$ cat src/sv/tfs_pkg.sv
// ----------------------------------------------------------------------------
// tfs_pkg
// Shared types, codes and the microcode table of the trimmed field splitter.
// ----------------------------------------------------------------------------
`default_nettype none

package tfs_pkg;

  // reset value of the separator register (comma)
  localparam logic [7:0] SEP_RESET = 8'd44;

  localparam logic [7:0] CHR_SPACE = 8'd32;
  localparam logic [7:0] CHR_TAB   = 8'd9;
  localparam logic [7:0] CHR_CR    = 8'd13;

  typedef struct packed {
    logic [7:0] in_byte;
    logic       string_end;
  } in_item_t;

  typedef struct packed {
    logic [7:0] out_byte;
    logic       field_last;
    logic       overflowed;
  } out_item_t;

  typedef enum logic [2:0] {
    MODE_LEAD  = 3'b001,
    MODE_DATA  = 3'b010,
    MODE_ABORT = 3'b100
  } mode_t;

  // microcode step addresses
  typedef logic [1:0] step_t;
  localparam step_t STEP_FETCH = 2'd0;
  localparam step_t STEP_OVF   = 2'd1;
  localparam step_t STEP_RD    = 2'd2;
  localparam step_t STEP_LD    = 2'd3;

  typedef enum logic [1:0] {
    SRC_NONE = 2'd0,
    SRC_RAM  = 2'd1,
    SRC_OVF  = 2'd2
  } out_src_t;

  typedef enum logic [1:0] {
    JMP_DISPATCH = 2'd0,
    JMP_GOTO     = 2'd1,
    JMP_LOOP     = 2'd2
  } jump_t;

  typedef struct packed {
    logic     take_in;
    out_src_t src;
    jump_t    jmp;
    step_t    target;
  } ctrl_word_t;

  function automatic ctrl_word_t ucode_rom(input step_t step);
    ctrl_word_t cw;
    unique case (step)
      STEP_FETCH: cw = '{take_in: 1'b1, src: SRC_NONE, jmp: JMP_DISPATCH, target: STEP_FETCH};
      STEP_OVF:   cw = '{take_in: 1'b0, src: SRC_OVF,  jmp: JMP_GOTO,     target: STEP_FETCH};
      STEP_RD:    cw = '{take_in: 1'b0, src: SRC_NONE, jmp: JMP_GOTO,     target: STEP_LD};
      STEP_LD:    cw = '{take_in: 1'b0, src: SRC_RAM,  jmp: JMP_LOOP,     target: STEP_RD};
      default:    cw = '{take_in: 1'b1, src: SRC_NONE, jmp: JMP_DISPATCH, target: STEP_FETCH};
    endcase
    return cw;
  endfunction

  function automatic logic is_ws(input logic [7:0] c);
    return (c == CHR_SPACE) || ((c >= CHR_TAB) && (c <= CHR_CR));
  endfunction

endpackage

`default_nettype wire

$ cat src/sv/trimmed_field_splitter_top.sv
// ----------------------------------------------------------------------------
// trimmed_field_splitter_top
// Splits a byte string into separator-delimited, whitespace-trimmed fields.
// ----------------------------------------------------------------------------
// Input words carry one string byte and a string-end flag; output words carry
// one byte of a trimmed field with a last-of-field mark, or a single overflow
// word when a field outgrows the FIELD_CAP-1 byte buffer (the rest of that
// string is then dropped). The cfg port writes the separator byte.
//
// A byte that closes no field is taken with the sequencer in its fetch step.
// A byte that closes a field holds in_ready low while the field buffer RAM
// is read back (a read step and an output load step per kept byte, from its
// registered read port); each byte enters the output register in the load
// step after its read step. An overflow word is loaded in the overflow step.
// When the receiver stalls, the sequencer waits on the output register and
// input stays blocked until the last word of a field is loaded into it; that
// word may still wait there while the next input is taken.
//
// Reset (synchronous, active low) sets the separator to ',' and returns to
// leading-whitespace mode; the field buffer is not cleared, only bytes of
// the current field are ever read back.
// ----------------------------------------------------------------------------
`default_nettype none

module trimmed_field_splitter_top #(
  parameter int FIELD_CAP = 64
) (
  input  wire logic               clk,
  input  wire logic               rst_n,
  input  wire logic               in_valid,
  output logic                    in_ready,
  input  wire tfs_pkg::in_item_t  in_data,
  output logic                    out_valid,
  input  wire logic               out_ready,
  output tfs_pkg::out_item_t      out_data,
  input  wire logic               cfg_we,
  input  wire logic [7:0]         cfg_wdata
);

  import tfs_pkg::*;

  localparam int DEPTH = FIELD_CAP - 1;
  localparam int AW    = (DEPTH > 1) ? $clog2(DEPTH) : 1;
  localparam int CW    = $clog2(FIELD_CAP);

  logic [7:0]    sep_r;
  mode_t         mode_r, mode_nxt;
  logic [CW-1:0] count_r, count_nxt;
  logic [AW-1:0] last_r, last_nxt;
  logic [AW-1:0] em_last_r, em_last_nxt;
  logic [AW-1:0] emit_idx_r, emit_idx_nxt;
  step_t         step_r, step_nxt;
  logic          out_valid_r, out_valid_nxt;
  out_item_t     out_data_r, out_data_nxt;

  ctrl_word_t    cw;
  logic          in_fire;
  logic          slot_free;
  logic          stall;
  logic          at_last;
  step_t         disp_target;
  logic          ram_we;
  logic [AW-1:0] ram_waddr;
  logic [7:0]    ram_rdata;
  logic          c_ws;
  logic          c_sep;
  logic [AW-1:0] solid_pos;

  assign cw        = ucode_rom(step_r);
  assign in_ready  = cw.take_in;
  assign in_fire   = in_valid && in_ready;
  assign slot_free = !out_valid_r || out_ready;
  assign stall     = (cw.src != SRC_NONE) && !slot_free;
  assign at_last   = (emit_idx_r == em_last_r);
  assign c_ws      = is_ws(in_data.in_byte);
  assign c_sep     = (in_data.in_byte == sep_r);
  assign solid_pos = c_ws ? last_r : count_r[AW-1:0];

  // parse decision for the byte on the input, applied when it is taken
  always_comb begin
    mode_nxt    = mode_r;
    count_nxt   = count_r;
    last_nxt    = last_r;
    em_last_nxt = em_last_r;
    disp_target = STEP_FETCH;
    ram_we      = 1'b0;
    ram_waddr   = count_r[AW-1:0];
    unique case (mode_r)
      MODE_ABORT: begin
        if (in_data.string_end) begin
          mode_nxt = MODE_LEAD;
        end
      end
      MODE_DATA: begin
        if (c_sep) begin
          em_last_nxt = last_r;
          count_nxt   = '0;
          last_nxt    = '0;
          mode_nxt    = MODE_LEAD;
          disp_target = STEP_RD;
        end else if (count_r == CW'(DEPTH)) begin
          count_nxt   = '0;
          last_nxt    = '0;
          mode_nxt    = in_data.string_end ? MODE_LEAD : MODE_ABORT;
          disp_target = STEP_OVF;
        end else begin
          ram_we    = 1'b1;
          last_nxt  = solid_pos;
          count_nxt = count_r + CW'(1);
          if (in_data.string_end) begin
            em_last_nxt = solid_pos;
            count_nxt   = '0;
            last_nxt    = '0;
            mode_nxt    = MODE_LEAD;
            disp_target = STEP_RD;
          end
        end
      end
      default: begin
        // leading whitespace, also any stray mode code
        mode_nxt = MODE_LEAD;
        if (!(c_ws || c_sep)) begin
          ram_we    = 1'b1;
          ram_waddr = '0;
          count_nxt = CW'(1);
          last_nxt  = '0;
          mode_nxt  = MODE_DATA;
          if (in_data.string_end) begin
            em_last_nxt = '0;
            count_nxt   = '0;
            mode_nxt    = MODE_LEAD;
            disp_target = STEP_RD;
          end
        end
      end
    endcase
  end

  // sequencer: next step and output register loads
  always_comb begin
    step_nxt      = step_r;
    emit_idx_nxt  = emit_idx_r;
    out_valid_nxt = out_valid_r && !out_ready;
    out_data_nxt  = out_data_r;
    unique case (cw.jmp)
      JMP_DISPATCH: begin
        if (in_fire) begin
          step_nxt     = disp_target;
          emit_idx_nxt = '0;
        end
      end
      JMP_GOTO: begin
        if (!stall) begin
          step_nxt = cw.target;
        end
      end
      JMP_LOOP: begin
        if (!stall) begin
          if (at_last) begin
            step_nxt = STEP_FETCH;
          end else begin
            step_nxt     = cw.target;
            emit_idx_nxt = emit_idx_r + AW'(1);
          end
        end
      end
      default: begin
        step_nxt = STEP_FETCH;
      end
    endcase
    if (!stall) begin
      case (cw.src)
        SRC_RAM: begin
          out_valid_nxt = 1'b1;
          out_data_nxt  = '{out_byte: ram_rdata, field_last: at_last, overflowed: 1'b0};
        end
        SRC_OVF: begin
          out_valid_nxt = 1'b1;
          out_data_nxt  = '{out_byte: 8'd0, field_last: 1'b0, overflowed: 1'b1};
        end
        default: begin
        end
      endcase
    end
  end

  tfs_ram #(
    .WIDTH (8),
    .DEPTH (DEPTH),
    .AW    (AW)
  ) u_field_ram (
    .clk   (clk),
    .we    (in_fire && ram_we),
    .waddr (ram_waddr),
    .wdata (in_data.in_byte),
    .raddr (emit_idx_r),
    .rdata (ram_rdata)
  );

  always_ff @(posedge clk) begin
    if (!rst_n) begin
      sep_r       <= SEP_RESET;
      mode_r      <= MODE_LEAD;
      count_r     <= '0;
      last_r      <= '0;
      step_r      <= STEP_FETCH;
      out_valid_r <= 1'b0;
    end else begin
      if (cfg_we) begin
        sep_r <= cfg_wdata;
      end
      if (in_fire) begin
        mode_r  <= mode_nxt;
        count_r <= count_nxt;
        last_r  <= last_nxt;
      end
      step_r      <= step_nxt;
      out_valid_r <= out_valid_nxt;
    end
  end

  always_ff @(posedge clk) begin
    if (in_fire) begin
      em_last_r <= em_last_nxt;
    end
    emit_idx_r <= emit_idx_nxt;
    out_data_r <= out_data_nxt;
  end

  assign out_valid = out_valid_r;
  assign out_data  = out_data_r;

  a_ovf_word_clean: assert property (@(posedge clk) disable iff (!rst_n)
    (out_valid && out_data.overflowed) |-> (out_data.out_byte == 8'd0 && !out_data.field_last))
    else $error("overflow word carries byte data");

  a_count_bound: assert property (@(posedge clk) disable iff (!rst_n)
    count_r <= CW'(DEPTH))
    else $error("field count beyond buffer depth");

  a_abort_empty: assert property (@(posedge clk) disable iff (!rst_n)
    (mode_r == MODE_ABORT) |-> (count_r == '0))
    else $error("aborted string still holds field bytes");

  a_emit_bound: assert property (@(posedge clk) disable iff (!rst_n)
    (step_r == STEP_LD || step_r == STEP_RD) |-> (emit_idx_r <= em_last_r && !in_ready))
    else $error("read-back ran past the trimmed field end");

endmodule

`default_nettype wire

$ cat src/sv/tfs_ram.sv
// ----------------------------------------------------------------------------
// tfs_ram
// Generic single-write, single-read RAM with registered read data.
// ----------------------------------------------------------------------------
`default_nettype none

module tfs_ram #(
  parameter int WIDTH = 8,
  parameter int DEPTH = 63,
  parameter int AW    = (DEPTH > 1) ? $clog2(DEPTH) : 1
) (
  input  wire logic             clk,
  input  wire logic             we,
  input  wire logic [AW-1:0]    waddr,
  input  wire logic [WIDTH-1:0] wdata,
  input  wire logic [AW-1:0]    raddr,
  output logic      [WIDTH-1:0] rdata
);

  logic [WIDTH-1:0] mem [DEPTH];

  always_ff @(posedge clk) begin
    if (we) begin
      mem[waddr] <= wdata;
    end
    rdata <= mem[raddr];
  end

endmodule

`default_nettype wire
$ cat config.mk
export PLATFORM = sky130hd
export DESIGN_NAME = trimmed_field_splitter_top
export DESIGN_NICKNAME = d
export VERILOG_FILES = /design/src/sv/tfs_pkg.sv /design/src/sv/trimmed_field_splitter_top.sv /design/src/sv/tfs_ram.sv
export SDC_FILE = /design/constraint.sdc
export NUM_CORES = 1
export LEC_CHECK = 0
export BUFFER_PORTS_ARGS = -buffer_cell sky130_fd_sc_hd__buf_2
export CAP_MARGIN = 20
export CORE_ASPECT_RATIO = 1.4
export CORE_MARGIN = 2
export CORE_UTILIZATION = 62
export DETAILED_ROUTE_END_ITERATION = 6
export PLACE_DENSITY = 0.81
export SLEW_MARGIN = 20
export SYNTH_ARGS = -nofsm -noshare
export SYNTH_HDL_FRONTEND = slang
export SYNTH_SLANG_ARGS = --single-unit
$ cat constraint.sdc
create_clock -name clk -period 3.2 [get_ports clk]
set_input_delay 0.16 -clock clk [delete_from_list [all_inputs] [get_ports clk]]
set_output_delay 0.16 -clock clk [all_outputs]
set_load 0.03 [all_outputs]
# Word-level counts from Yosys, hierarchy flattened
# Memory sizes are Yosys's and may differ from the RTL's. A register that Yosys moved wholly into a read port is not among the register bits.
# Index checks and enable logic that the tools add are counted.
# W data, S select, Z words.
[totals]
regBits = 48
ram_bits = 504
in_bits = 22
output_inout_bits = 12
word_cells = 113
mem_count = 1
[memory_table]
columns = ["memory", "depth", "word_bits", "rd", "rd_ports_with_merged_regs", "wr", "line_no", "text"]
rows = [
  ["u_field_ram.mem", 63, 8, 1, 1, 1, "tfs_ram.sv:20", "logic [WIDTH-1:0] mem [DEPTH];"],
]
[op_classes]
addsub = 2
n_lt_le_gt_ge = 2
n_eq_ne = 19
mux = 51
bitwise = 2
reduce_logical = 25
[ops]
columns = ["cell", "n"]
rows = [
  ["$mux W6", 19],
  ["$pmux W6 S2", 4],
  ["$pmux W7 S4", 1],
  ["$mux W2", 10],
  ["$pmux W10 S2", 1],
  ["$add A6 B1 Y6 const B", 2],
  ["$mux W3", 4],
  ["$reduce_bool A2 Y1", 5],
  ["$eq A2 B2 Y1 const B", 4],
  ["$eq A8 B6 Y1 const B", 1],
  ["$eq A8 B8 Y1", 1],
  ["$ge A8 B4 Y1 const B", 1],
  ["$le A8 B4 Y1 const B", 1],
  ["$mux W1", 8],
  ["$ne A2 B2 Y1 const B", 4],
  ["$eq A2 B1 Y1 const B", 3],
  ["$eq A6 B6 Y1", 1],
  ["$eq A6 B6 Y1 const B", 1],
  ["$pmux W2 S3", 1],
  ["$pmux W3 S2", 1],
  ["$reduce_and A3 Y1", 2],
  ["$reduce_and A6 Y1", 1],
  ["$logic_and A1 B1 Y1", 5],
  ["$logic_not A2 Y1", 2],
  ["12 further kinds", 18],
]

# Logic depth before layout (Yosys ltp)
# Gate-level depths: netlist (run 1).
[depth]
ltp_word = 9
mapped_depth = 11
depth_no_buf = 9

# Modules after synthesis
# Synthesis (run 1) repeated with hierarchy kept, for this count alone.
[unflattened]
hier_cells = 1213
area_unflattened_um2 = 22385.2
[by_module_without_submodules]
columns = ["module", "n_inst", "cells_each", "area_each_um2", "seq_area_each_um2"]
rows = [
  ["tfs_ram", 1, 949, 19806.5, 15294.7],
  ["trimmed_field_splitter_top", 1, 264, 2578.7, 1181.1],
]

# Least setup slack after synthesis (run 1)
# No wires, ideal clock.
[synth_timing]
kind = "reg2reg"
from = "register step_r[0]"
to = "memory u_field_ram.mem[14][0] (enable)"
setup_time_ps = 370
t_arrival_ps = 2309
t_required_ps = 2830
path_slack_ps = 521
path_stages_with_launch = 10
path_buffers = 2
synth_period_minus_slack_ps = 2679
path_cell_list = "dfxtp_1 -> inv_1 -> ha_1 -> buf_2 -> nand2_1 -> nor2_1 -> nand3_1 -> or3b_1 -> clkbuf_1 -> nor2_1"
[synth_between]
elab_chain_cells = 6
word_cells_on_any_way = 9
classes_between = "eq/ne: 3; mux: 3; reduce/logical: 3"
[synth_rtl]
columns = ["item", "line_no", "text"]
rows = [
  ["start: declaration", "trimmed_field_splitter_top.sv:52", "step_t step_r, step_nxt;"],
  ["start signal: assignment", "trimmed_field_splitter_top.sv:217", "step_r <= step_nxt;"],
  ["$eq A2 B2 Y1 (tied with other cells)", "tfs_pkg.sv:61", "unique case (step)"],
  ["$pmux W7 S4 (*)", "tfs_pkg.sv:61", ""],
  ["named net in_ready", "trimmed_field_splitter_top.sv:31", "output logic in_ready,"],
  ["$logic_and A1 B1 Y1 (*)", "trimmed_field_splitter_top.sv:71", "assign in_fire = in_valid && in_ready;"],
  ["$logic_and A1 B1 Y1 (*)", "trimmed_field_splitter_top.sv:193", ".we (in_fire && ram_we),"],
  ["$mux W1 (*)", "tfs_ram.sv:23", "if (we) begin"],
  ["$mux W1 (implied by the code) (*)", "tfs_ram.sv:24", "mem[waddr] <= wdata;"],
  ["end: declaration", "tfs_ram.sv:20", ""],
]
# Mark *: on every way through the listed nets, which the timed path passes. The rest lies on a longest branch.

==> flow_results.xml, run 1 <==
<?xml version="1.0" encoding="UTF-8"?>
<metrics>
  <group name="detailed_routing">
    <metric name="route.detailed.vias_per_inst" unit="">6.72</metric>
    <metric name="drt-wirelength-per-cell" unit="um">28.4</metric>
    <metric name="drt_iter0_markers" unit="">1472</metric>
    <metric name="drt_first_pass_iters" unit="">7</metric>
    <metric name="drc" unit="">2</metric>
    <metric name="ant_nets" unit="">0</metric>
    <metric name="totalWireLength" unit="um">53000</metric>
    <metric name="route.vias.total" unit="">12600</metric>
  </group>
  <group name="synthesis">
    <metric name="ys_top_cells_by_area" unit="">sky130_fd_sc_hd__edfxtp_1 70%, sky130_fd_sc_hd__mux4_2 12%, sky130_fd_sc_hd__dfxtp_1 3.0%, sky130_fd_sc_hd__mux2i_1 2.4%, sky130_fd_sc_hd__nor2_1 1.4%</metric>
    <metric name="postSynthNetCount" unit="">1241</metric>
    <metric name="synth_area_per_cell" unit="um^2">18.5</metric>
    <metric name="synthDominantCellAreaShare" unit="%">70.4</metric>
    <metric name="post_synth_instance_area" unit="um^2">22400</metric>
    <metric name="ys_ff_latch" unit="">560</metric>
    <metric name="seq_area_frac_synth" unit="%">73.4</metric>
    <metric name="synth_top_flop_cell" unit="">sky130_fd_sc_hd__edfxtp_1</metric>
    <metric name="synth_area_leader_cell" unit="">sky130_fd_sc_hd__edfxtp_1</metric>
    <metric name="synth_enable_flop_cells" unit="">526</metric>
    <metric name="synth_warnings" unit="">0</metric>
    <metric name="synthArstFlopShare" unit="%">0</metric>
    <metric name="post_synth_inst_count" unit="">1210</metric>
    <metric name="ys_types" unit="">65</metric>
  </group>
  <group name="worst_setup_path">
    <metric name="critPathLaunch" unit="">emit_idx_r[1]</metric>
    <metric name="critical_path_endpoint" unit="">u_field_ram.rdata[1]</metric>
    <metric name="reg2reg_depth" unit="">5</metric>
    <metric name="critical_path.max_fanout" unit="">24</metric>
    <metric name="worstSetupEndpointType" unit="">flop</metric>
    <metric name="timing.reg2reg.setup_slack" unit="ps">340</metric>
    <metric name="cp-start-kind" unit="">flop</metric>
    <metric name="worst-endpoint-required" unit="ps">3640</metric>
    <metric name="worstReg2RegStart" unit="">emit_idx_r[1]</metric>
    <metric name="path_class" unit="">reg2reg</metric>
    <metric name="cp.arrival" unit="ps">3300</metric>
    <metric name="rr_endpoint" unit="">u_field_ram.rdata[1]</metric>
  </group>
  <group name="run_status">
    <metric name="violations" unit="">design-rule violations</metric>
    <metric name="outcome" unit="">complete, but fails checks</metric>
  </group>
  <group name="grt">
    <metric name="overflow" unit="">0</metric>
    <metric name="wire_length_of_the_first_global_routing_pass" unit="um">79200</metric>
    <metric name="initial_antenna_violation_count" unit="">0</metric>
    <metric name="first_global_vias" unit="">12600</metric>
    <metric name="maximum_number_of_pins_on_one_net_before_global_route_repair" unit="">64</metric>
    <metric name="grt_usage" unit="%">29.1</metric>
  </group>
  <group name="place">
    <metric name="dp.cells" unit="">1762</metric>
    <metric name="port_buffers" unit="">33</metric>
    <metric name="place_ws" unit="ps">365</metric>
    <metric name="gp_congestion" unit="">0.914</metric>
    <metric name="dp_hpwl" unit="um">34500</metric>
  </group>
  <group name="die">
    <metric name="design.die.area" unit="um^2">37800</metric>
    <metric name="placementRows" unit="">82</metric>
    <metric name="ioPinCount" unit="">34</metric>
    <metric name="placeableCoreArea" unit="um^2">35700</metric>
    <metric name="die-height" unit="um">229</metric>
    <metric name="initial_utilization" unit="%">62.9</metric>
    <metric name="chipWidth" unit="um">165</metric>
  </group>
  <group name="sta">
    <metric name="fin_ws" unit="ps">338</metric>
    <metric name="finalCriticalPeriod" unit="ps">2860</metric>
    <metric name="final_hold_viols" unit="">0</metric>
    <metric name="achievable-frequency" unit="MHz">349</metric>
    <metric name="maxSlewViolCount" unit="">0</metric>
    <metric name="max_slew_margin_vs_limit" unit="%">24.6</metric>
    <metric name="fin_worst_skew" unit="ps">22.6</metric>
    <metric name="worst_pin_slew" unit="ps">1130</metric>
    <metric name="final-setup-viol-count" unit="">0</metric>
    <metric name="grt_setup_unrepaired" unit="">false</metric>
    <metric name="setup_tns" unit="ps">0</metric>
    <metric name="final.period_utilization" unit="%">89.4</metric>
  </group>
  <group name="clock_network">
    <metric name="clkLatencyLatePin" unit="ps">580</metric>
    <metric name="cts_tree" unit="">done</metric>
    <metric name="count_of_buffers_added_by_post_cts_timing_repair_for_setup" unit="">0</metric>
    <metric name="clk_pin_slew" unit="ps">70</metric>
    <metric name="cts_made_buffers" unit="">48</metric>
    <metric name="cts_max_path_buffers" unit="">3</metric>
    <metric name="ctsResizeCount" unit="">0</metric>
    <metric name="clock_sink_count" unit="">560</metric>
    <metric name="cts.root.buffer_cell" unit="">sky130_fd_sc_hd__clkbuf_16</metric>
    <metric name="htree_num_levels" unit="">2</metric>
  </group>
  <group name="pwr">
    <metric name="irDropWorstVdd" unit="uV">474</metric>
    <metric name="power-per-cell-area" unit="nW/um^2">639</metric>
    <metric name="report.power.total" unit="mW">16.3</metric>
    <metric name="static-leakage-power" unit="nW">8.35</metric>
  </group>
  <group name="min_path">
    <metric name="class_of_the_tightest_hold_or_removal_check" unit="">in2reg</metric>
  </group>
  <group name="job">
    <metric name="drv.max_cap_violation_count" unit="">0</metric>
  </group>
  <group name="finish">
    <metric name="synth_to_layout_area_growth" unit="%">13.8</metric>
    <metric name="layoutNonFillerInstCount" unit="">1869</metric>
    <metric name="final-seq-area" unit="um^2">16500</metric>
    <metric name="antenna_cells" unit="">0</metric>
    <metric name="multi_input_comb_area" unit="um^2">5550</metric>
    <metric name="n_fill_cell" unit="">2106</metric>
    <metric name="number_of_nets_in_the_layout" unit="">1401</metric>
    <metric name="fraction_of_layout_instances_using_a_drive_strength_above_1" unit="%">25.2</metric>
  </group>
</metrics>
## metal layers
| metal | up-vias | wire, um | GRT usage, % |
|---|---|---|---|
| met5 | - | 0 | 0 |
| met4 | 0 | 2580 | 13.2 |
| met3 | 180 | 4960 | 5.25 |
| met2 | 859 | 26700 | 47.3 |
| met1 | 6324 | 18800 | 38.9 |
| li1 | 5188 | - | - |
## metrics by stage
step	instance area [um^2]	hold WS, ps	utilization, %
after CTS	25500	7.25	71.5
after floorplan	22400	259	-
after global placement	23800	375	66.6
final	25500	27.1	71.5
after detailed placement	23800	387	66.6
after global routing	25500	31.0	71.5
## power breakdown
group,switching [mW],internal [mW]
Sequential,0.0924,8.14
Combinational,1.32,0.987
Clock,2.52,3.25
## state kept, by name (all words and copies together) (netlist names)
register and count:
count_r 6, em_last_r 6, emit_idx_r 6, last_r 6, mode_r 3, out_data 10, out_valid 1, sep_r 8
step_r 2, u_field_ram.mem 504, u_field_ram.rdata 8
## cells in the final DEF (no fill, tap or decap), drive strengths merged, types with 26 or more instances in the layout
cell type	instances
clkbuf	56
nand2	41
edfxtp	526
nor2b	29
nor2	85
mux4	115
a21oi	26
dfxtp	34
buf	157
mux2i	53
## area by class of cell
class | count | area share, %
Clock buffer | 56 | 4.98
Sequential cell | 560 | 64.5
Inverter | 8 | 0.118
Tap cell | 462 | 2.26
Timing Repair Buffer | 177 | 5.27
Multi-Input combinational cell | 575 | 21.7
Clock inverter | 31 | 1.09
## Yosys cell counts, types with 7 or more instances
library cell,n
sky130_fd_sc_hd__nor3_1,13
sky130_fd_sc_hd__a211oi_1,11
sky130_fd_sc_hd__buf_4,9
sky130_fd_sc_hd__edfxtp_1,526
sky130_fd_sc_hd__nor4_1,7
sky130_fd_sc_hd__mux4_2,115
sky130_fd_sc_hd__mux2i_1,53
sky130_fd_sc_hd__and2_1,9
sky130_fd_sc_hd__buf_2,17
sky130_fd_sc_hd__xor2_1,13
sky130_fd_sc_hd__clkbuf_1,26
sky130_fd_sc_hd__a221oi_1,7
sky130_fd_sc_hd__a21oi_1,25
sky130_fd_sc_hd__a22oi_1,12
sky130_fd_sc_hd__o21ai_0,21
sky130_fd_sc_hd__nand2b_1,13
sky130_fd_sc_hd__buf_6,7
sky130_fd_sc_hd__inv_1,8
sky130_fd_sc_hd__nor2_1,85
sky130_fd_sc_hd__ha_1,9
sky130_fd_sc_hd__nand2_1,39
sky130_fd_sc_hd__nor2b_1,29
sky130_fd_sc_hd__o22ai_1,19
sky130_fd_sc_hd__nand3_1,18
sky130_fd_sc_hd__dfxtp_1,34
## worst min path at each step
| stage | start | end | depth (start not counted) |
|---|---|---|---|
| 6_report | rst_n | sep_r[0] | 2 |
| 5_1_grt | rst_n | sep_r[0] | 2 |
| 4_1_cts | rst_n | count_r[0] | 2 |
| 3_5_place_dp | cfg_wdata[5] | sep_r[5] | 3 |
| 3_3_place_gp | cfg_wdata[5] | sep_r[5] | 3 |
| 2_1_floorplan | in_data[1] | u_field_ram.mem[0][0] | 0 |
## logic make-up (layout without fill, tap and decap cells)
logic type                 Yosys count  after routing  share of synthesized area, %
muxes                              169            169                          14.0
xor gates and xnor gates            18             18                         0.702
DFF                                560            560                          73.4
and+or+nand+nor                    246            246                          5.44
buffers and inverters               75            272                          1.86
AOI/OAI and AO/OA                  133            133                          4.13
adders and majority gates            9              9                         0.502
## what timing repair did
action                     in CTS  in global routing
hold endpoints to repair       14                  0
setup endpoints to repair       0                  0
hold buffers                   20                  0
## critical path: stages (launching register included)
cell and delay [ps]:
sky130_fd_sc_hd__edfxtp_1 820, sky130_fd_sc_hd__buf_4 490, sky130_fd_sc_hd__mux4_2 380, sky130_fd_sc_hd__o22ai_1 300
sky130_fd_sc_hd__a211oi_1 160, sky130_fd_sc_hd__or4_1 580
Note: power is estimated with default switching activity, not from simulation.
==> run 2: changes to the inputs <==
CORE_ASPECT_RATIO = unset   (was 1.4)
==> run 2 against run 1 <==
Compared with the run above:
- the run now ends clean
- worst hold slack got worse by 16 ps
- first-iteration DRC count grew 33%
- wire length grew 1.9%
- clock-buffer cell count grew 13
- sequential power is essentially flat
- die area about the same
- critical path depth is 3 higher
- largest power group unchanged
==> flow_results.xml, run 2 (synthesized netlist as in run 1, its figures left out) <==
<?xml version="1.0" encoding="UTF-8"?>
<metrics>
  <group name="sta">
    <metric name="hold_slack" unit="ps">11.2</metric>
    <metric name="grt_setup_unrepaired" unit="">false</metric>
    <metric name="max_slew_margin_vs_limit" unit="%">34.7</metric>
    <metric name="final-setup-viol-count" unit="">0</metric>
    <metric name="setup_tns" unit="ps">0</metric>
    <metric name="final.period_utilization" unit="%">89.5</metric>
    <metric name="worst_pin_slew" unit="ps">975</metric>
    <metric name="fin_worst_skew" unit="ps">21.8</metric>
    <metric name="final_hold_viols" unit="">0</metric>
    <metric name="achievable-frequency" unit="MHz">349</metric>
    <metric name="maxSlewViolCount" unit="">0</metric>
    <metric name="finalCriticalPeriod" unit="ps">2860</metric>
  </group>
  <group name="grt">
    <metric name="grt_busiest_layer" unit="">met2</metric>
    <metric name="gr_met2_demand_resource" unit="%">46.4</metric>
    <metric name="wire_length_of_the_first_global_routing_pass" unit="um">81200</metric>
    <metric name="maximum_number_of_pins_on_one_net_before_global_route_repair" unit="">66</metric>
    <metric name="grt_usage" unit="%">29.3</metric>
    <metric name="initial_antenna_violation_count" unit="">1</metric>
    <metric name="grt.met1_usage" unit="%">41.4</metric>
    <metric name="overflow" unit="">0</metric>
    <metric name="globalRouteMet3Util" unit="%">6.17</metric>
    <metric name="first_global_vias" unit="">12500</metric>
  </group>
  <group name="finish">
    <metric name="largest_register" unit="">u_field_ram.mem</metric>
    <metric name="layoutNonFillerInstCount" unit="">1870</metric>
    <metric name="most_frequent_cells_in_the_layout" unit="">526 x sky130_fd_sc_hd__edfxtp_1, 115 x sky130_fd_sc_hd__mux4_2, 113 x sky130_fd_sc_hd__buf_4</metric>
    <metric name="post_layout_utilization_of_the_core" unit="%">72.3</metric>
    <metric name="largest_reg_flops" unit="">504</metric>
    <metric name="synth_to_layout_area_growth" unit="%">14.6</metric>
    <metric name="fraction_of_layout_instances_using_a_drive_strength_above_1" unit="%">25.7</metric>
    <metric name="number_of_nets_in_the_layout" unit="">1397</metric>
    <metric name="antenna_cells" unit="">0</metric>
    <metric name="final_common_cell" unit="">sky130_fd_sc_hd__edfxtp_1</metric>
  </group>
  <group name="worst_setup_path">
    <metric name="reg2reg_depth" unit="">8</metric>
    <metric name="worst-endpoint-required" unit="ps">3500</metric>
    <metric name="cp-start-kind" unit="">flop</metric>
    <metric name="worstPathCellList" unit="">xor2_1, nor4_1, buf_4, a21oi_1, nand3_1, or3_1, nor2_1, buf_4</metric>
    <metric name="crit_top_cell" unit="">sky130_fd_sc_hd__buf_4</metric>
    <metric name="critical_path.max_fanout" unit="">8</metric>
    <metric name="max_stage_delay" unit="ps">580</metric>
    <metric name="cp.arrival" unit="ps">3160</metric>
    <metric name="worst_path_max_delay_cell" unit="">sky130_fd_sc_hd__or3_1</metric>
    <metric name="worstSetupEndpointType" unit="">flop</metric>
    <metric name="path_class" unit="">reg2reg</metric>
  </group>
  <group name="die">
    <metric name="initial_utilization" unit="%">63.1</metric>
    <metric name="placeableCoreArea" unit="um^2">35600</metric>
    <metric name="placementRows" unit="">69</metric>
    <metric name="ioPinCount" unit="">34</metric>
    <metric name="design.die.area" unit="um^2">37700</metric>
    <metric name="die-height" unit="um">194</metric>
    <metric name="chipWidth" unit="um">194</metric>
  </group>
  <group name="clock_network">
    <metric name="clkLatencyLatePin" unit="ps">600</metric>
    <metric name="cts_made_buffers" unit="">53</metric>
    <metric name="cts_tree" unit="">done</metric>
    <metric name="cts.root.buffer_cell" unit="">sky130_fd_sc_hd__clkbuf_16</metric>
    <metric name="count_of_buffers_added_by_post_cts_timing_repair_for_setup" unit="">0</metric>
    <metric name="clk_pin_slew" unit="ps">60</metric>
    <metric name="htree_num_levels" unit="">2</metric>
    <metric name="cts_max_path_buffers" unit="">3</metric>
    <metric name="clock_sink_count" unit="">560</metric>
  </group>
  <group name="place">
    <metric name="dp.cells" unit="">1755</metric>
    <metric name="dp_hpwl" unit="um">34500</metric>
    <metric name="port_buffers" unit="">33</metric>
    <metric name="gp_congestion" unit="">0.929</metric>
  </group>
  <group name="pwr">
    <metric name="static-leakage-power" unit="nW">8.44</metric>
    <metric name="power-per-cell-area" unit="nW/um^2">659</metric>
    <metric name="irDropWorstVdd" unit="uV">672</metric>
    <metric name="report.power.total" unit="mW">16.9</metric>
  </group>
  <group name="detailed_routing">
    <metric name="totalWireLength" unit="um">54000</metric>
    <metric name="route.vias.total" unit="">12700</metric>
    <metric name="drc" unit="">0</metric>
    <metric name="ant_nets" unit="">0</metric>
    <metric name="drt_first_pass_iters" unit="">6</metric>
    <metric name="drt_iter0_markers" unit="">1958</metric>
    <metric name="drt-wirelength-per-cell" unit="um">28.9</metric>
    <metric name="route.detailed.vias_per_inst" unit="">6.77</metric>
  </group>
  <group name="min_path">
    <metric name="class_of_the_tightest_hold_or_removal_check" unit="">in2reg</metric>
    <metric name="holdPathStages" unit="">2</metric>
  </group>
  <group name="run_status">
    <metric name="outcome" unit="">finished clean</metric>
  </group>
  <group name="job">
    <metric name="drv.max_cap_violation_count" unit="">0</metric>
  </group>
</metrics>
[run 2: power by group]
part           switching [mW]  internal (mW)
Combinational            1.29          0.960
Sequential              0.118           8.14
Clock                    2.64           3.79
[run 2: layout make-up]
type	instances	area, um^2
inverter	8	30.0
clock inverter	29	328
tap	461	577
timing repair buffer	168	1280
clock buffer	69	1470
multi-input combinational	575	5550
sequential	560	16500
fill	2078	9860
[run 2: final timing paths]
path              slack, ps       from                      to
hold / removal           10      rst_n               out_valid
setup / recovery        340   sep_r[2]  u_field_ram.mem[12][3]
hold reg to reg         500  last_r[3]               last_r[3]
setup reg to reg        340   sep_r[2]  u_field_ram.mem[12][3]
[run 2: repair_timing]
action                                  CTS  global route
endpoints found under the setup margin    0             0
resized for setup                         0             0
hold buffers                             17             0
hold endpoints to repair                 12             0
[run 2: metrics by stage]
stage | area, um^2 | setup slack, ps
floorplan | 22400 | 521
global placement | 23700 | 267
detailed placement | 23700 | 311
CTS | 25700 | 307
global route | 25700 | 212
finish | 25700 | 336
[run 2: critical path, delay by kind of cell, from the launching register on]
family / cells / cell delay [ps]
AND/OR/NAND/NOR: 4 / 1140
AO/OA/AOI/OAI: 1 / 280
buffers and inverters: 2 / 410
XOR/XNOR: 1 / 330
flip-flops: 1 / 420
[run 2: layer usage]
metal	vias to the layer above	wire, um
met5	-	17
met4	2	1980
met3	153	6490
met2	960	26200
met1	6340	19300
li1	5203	-
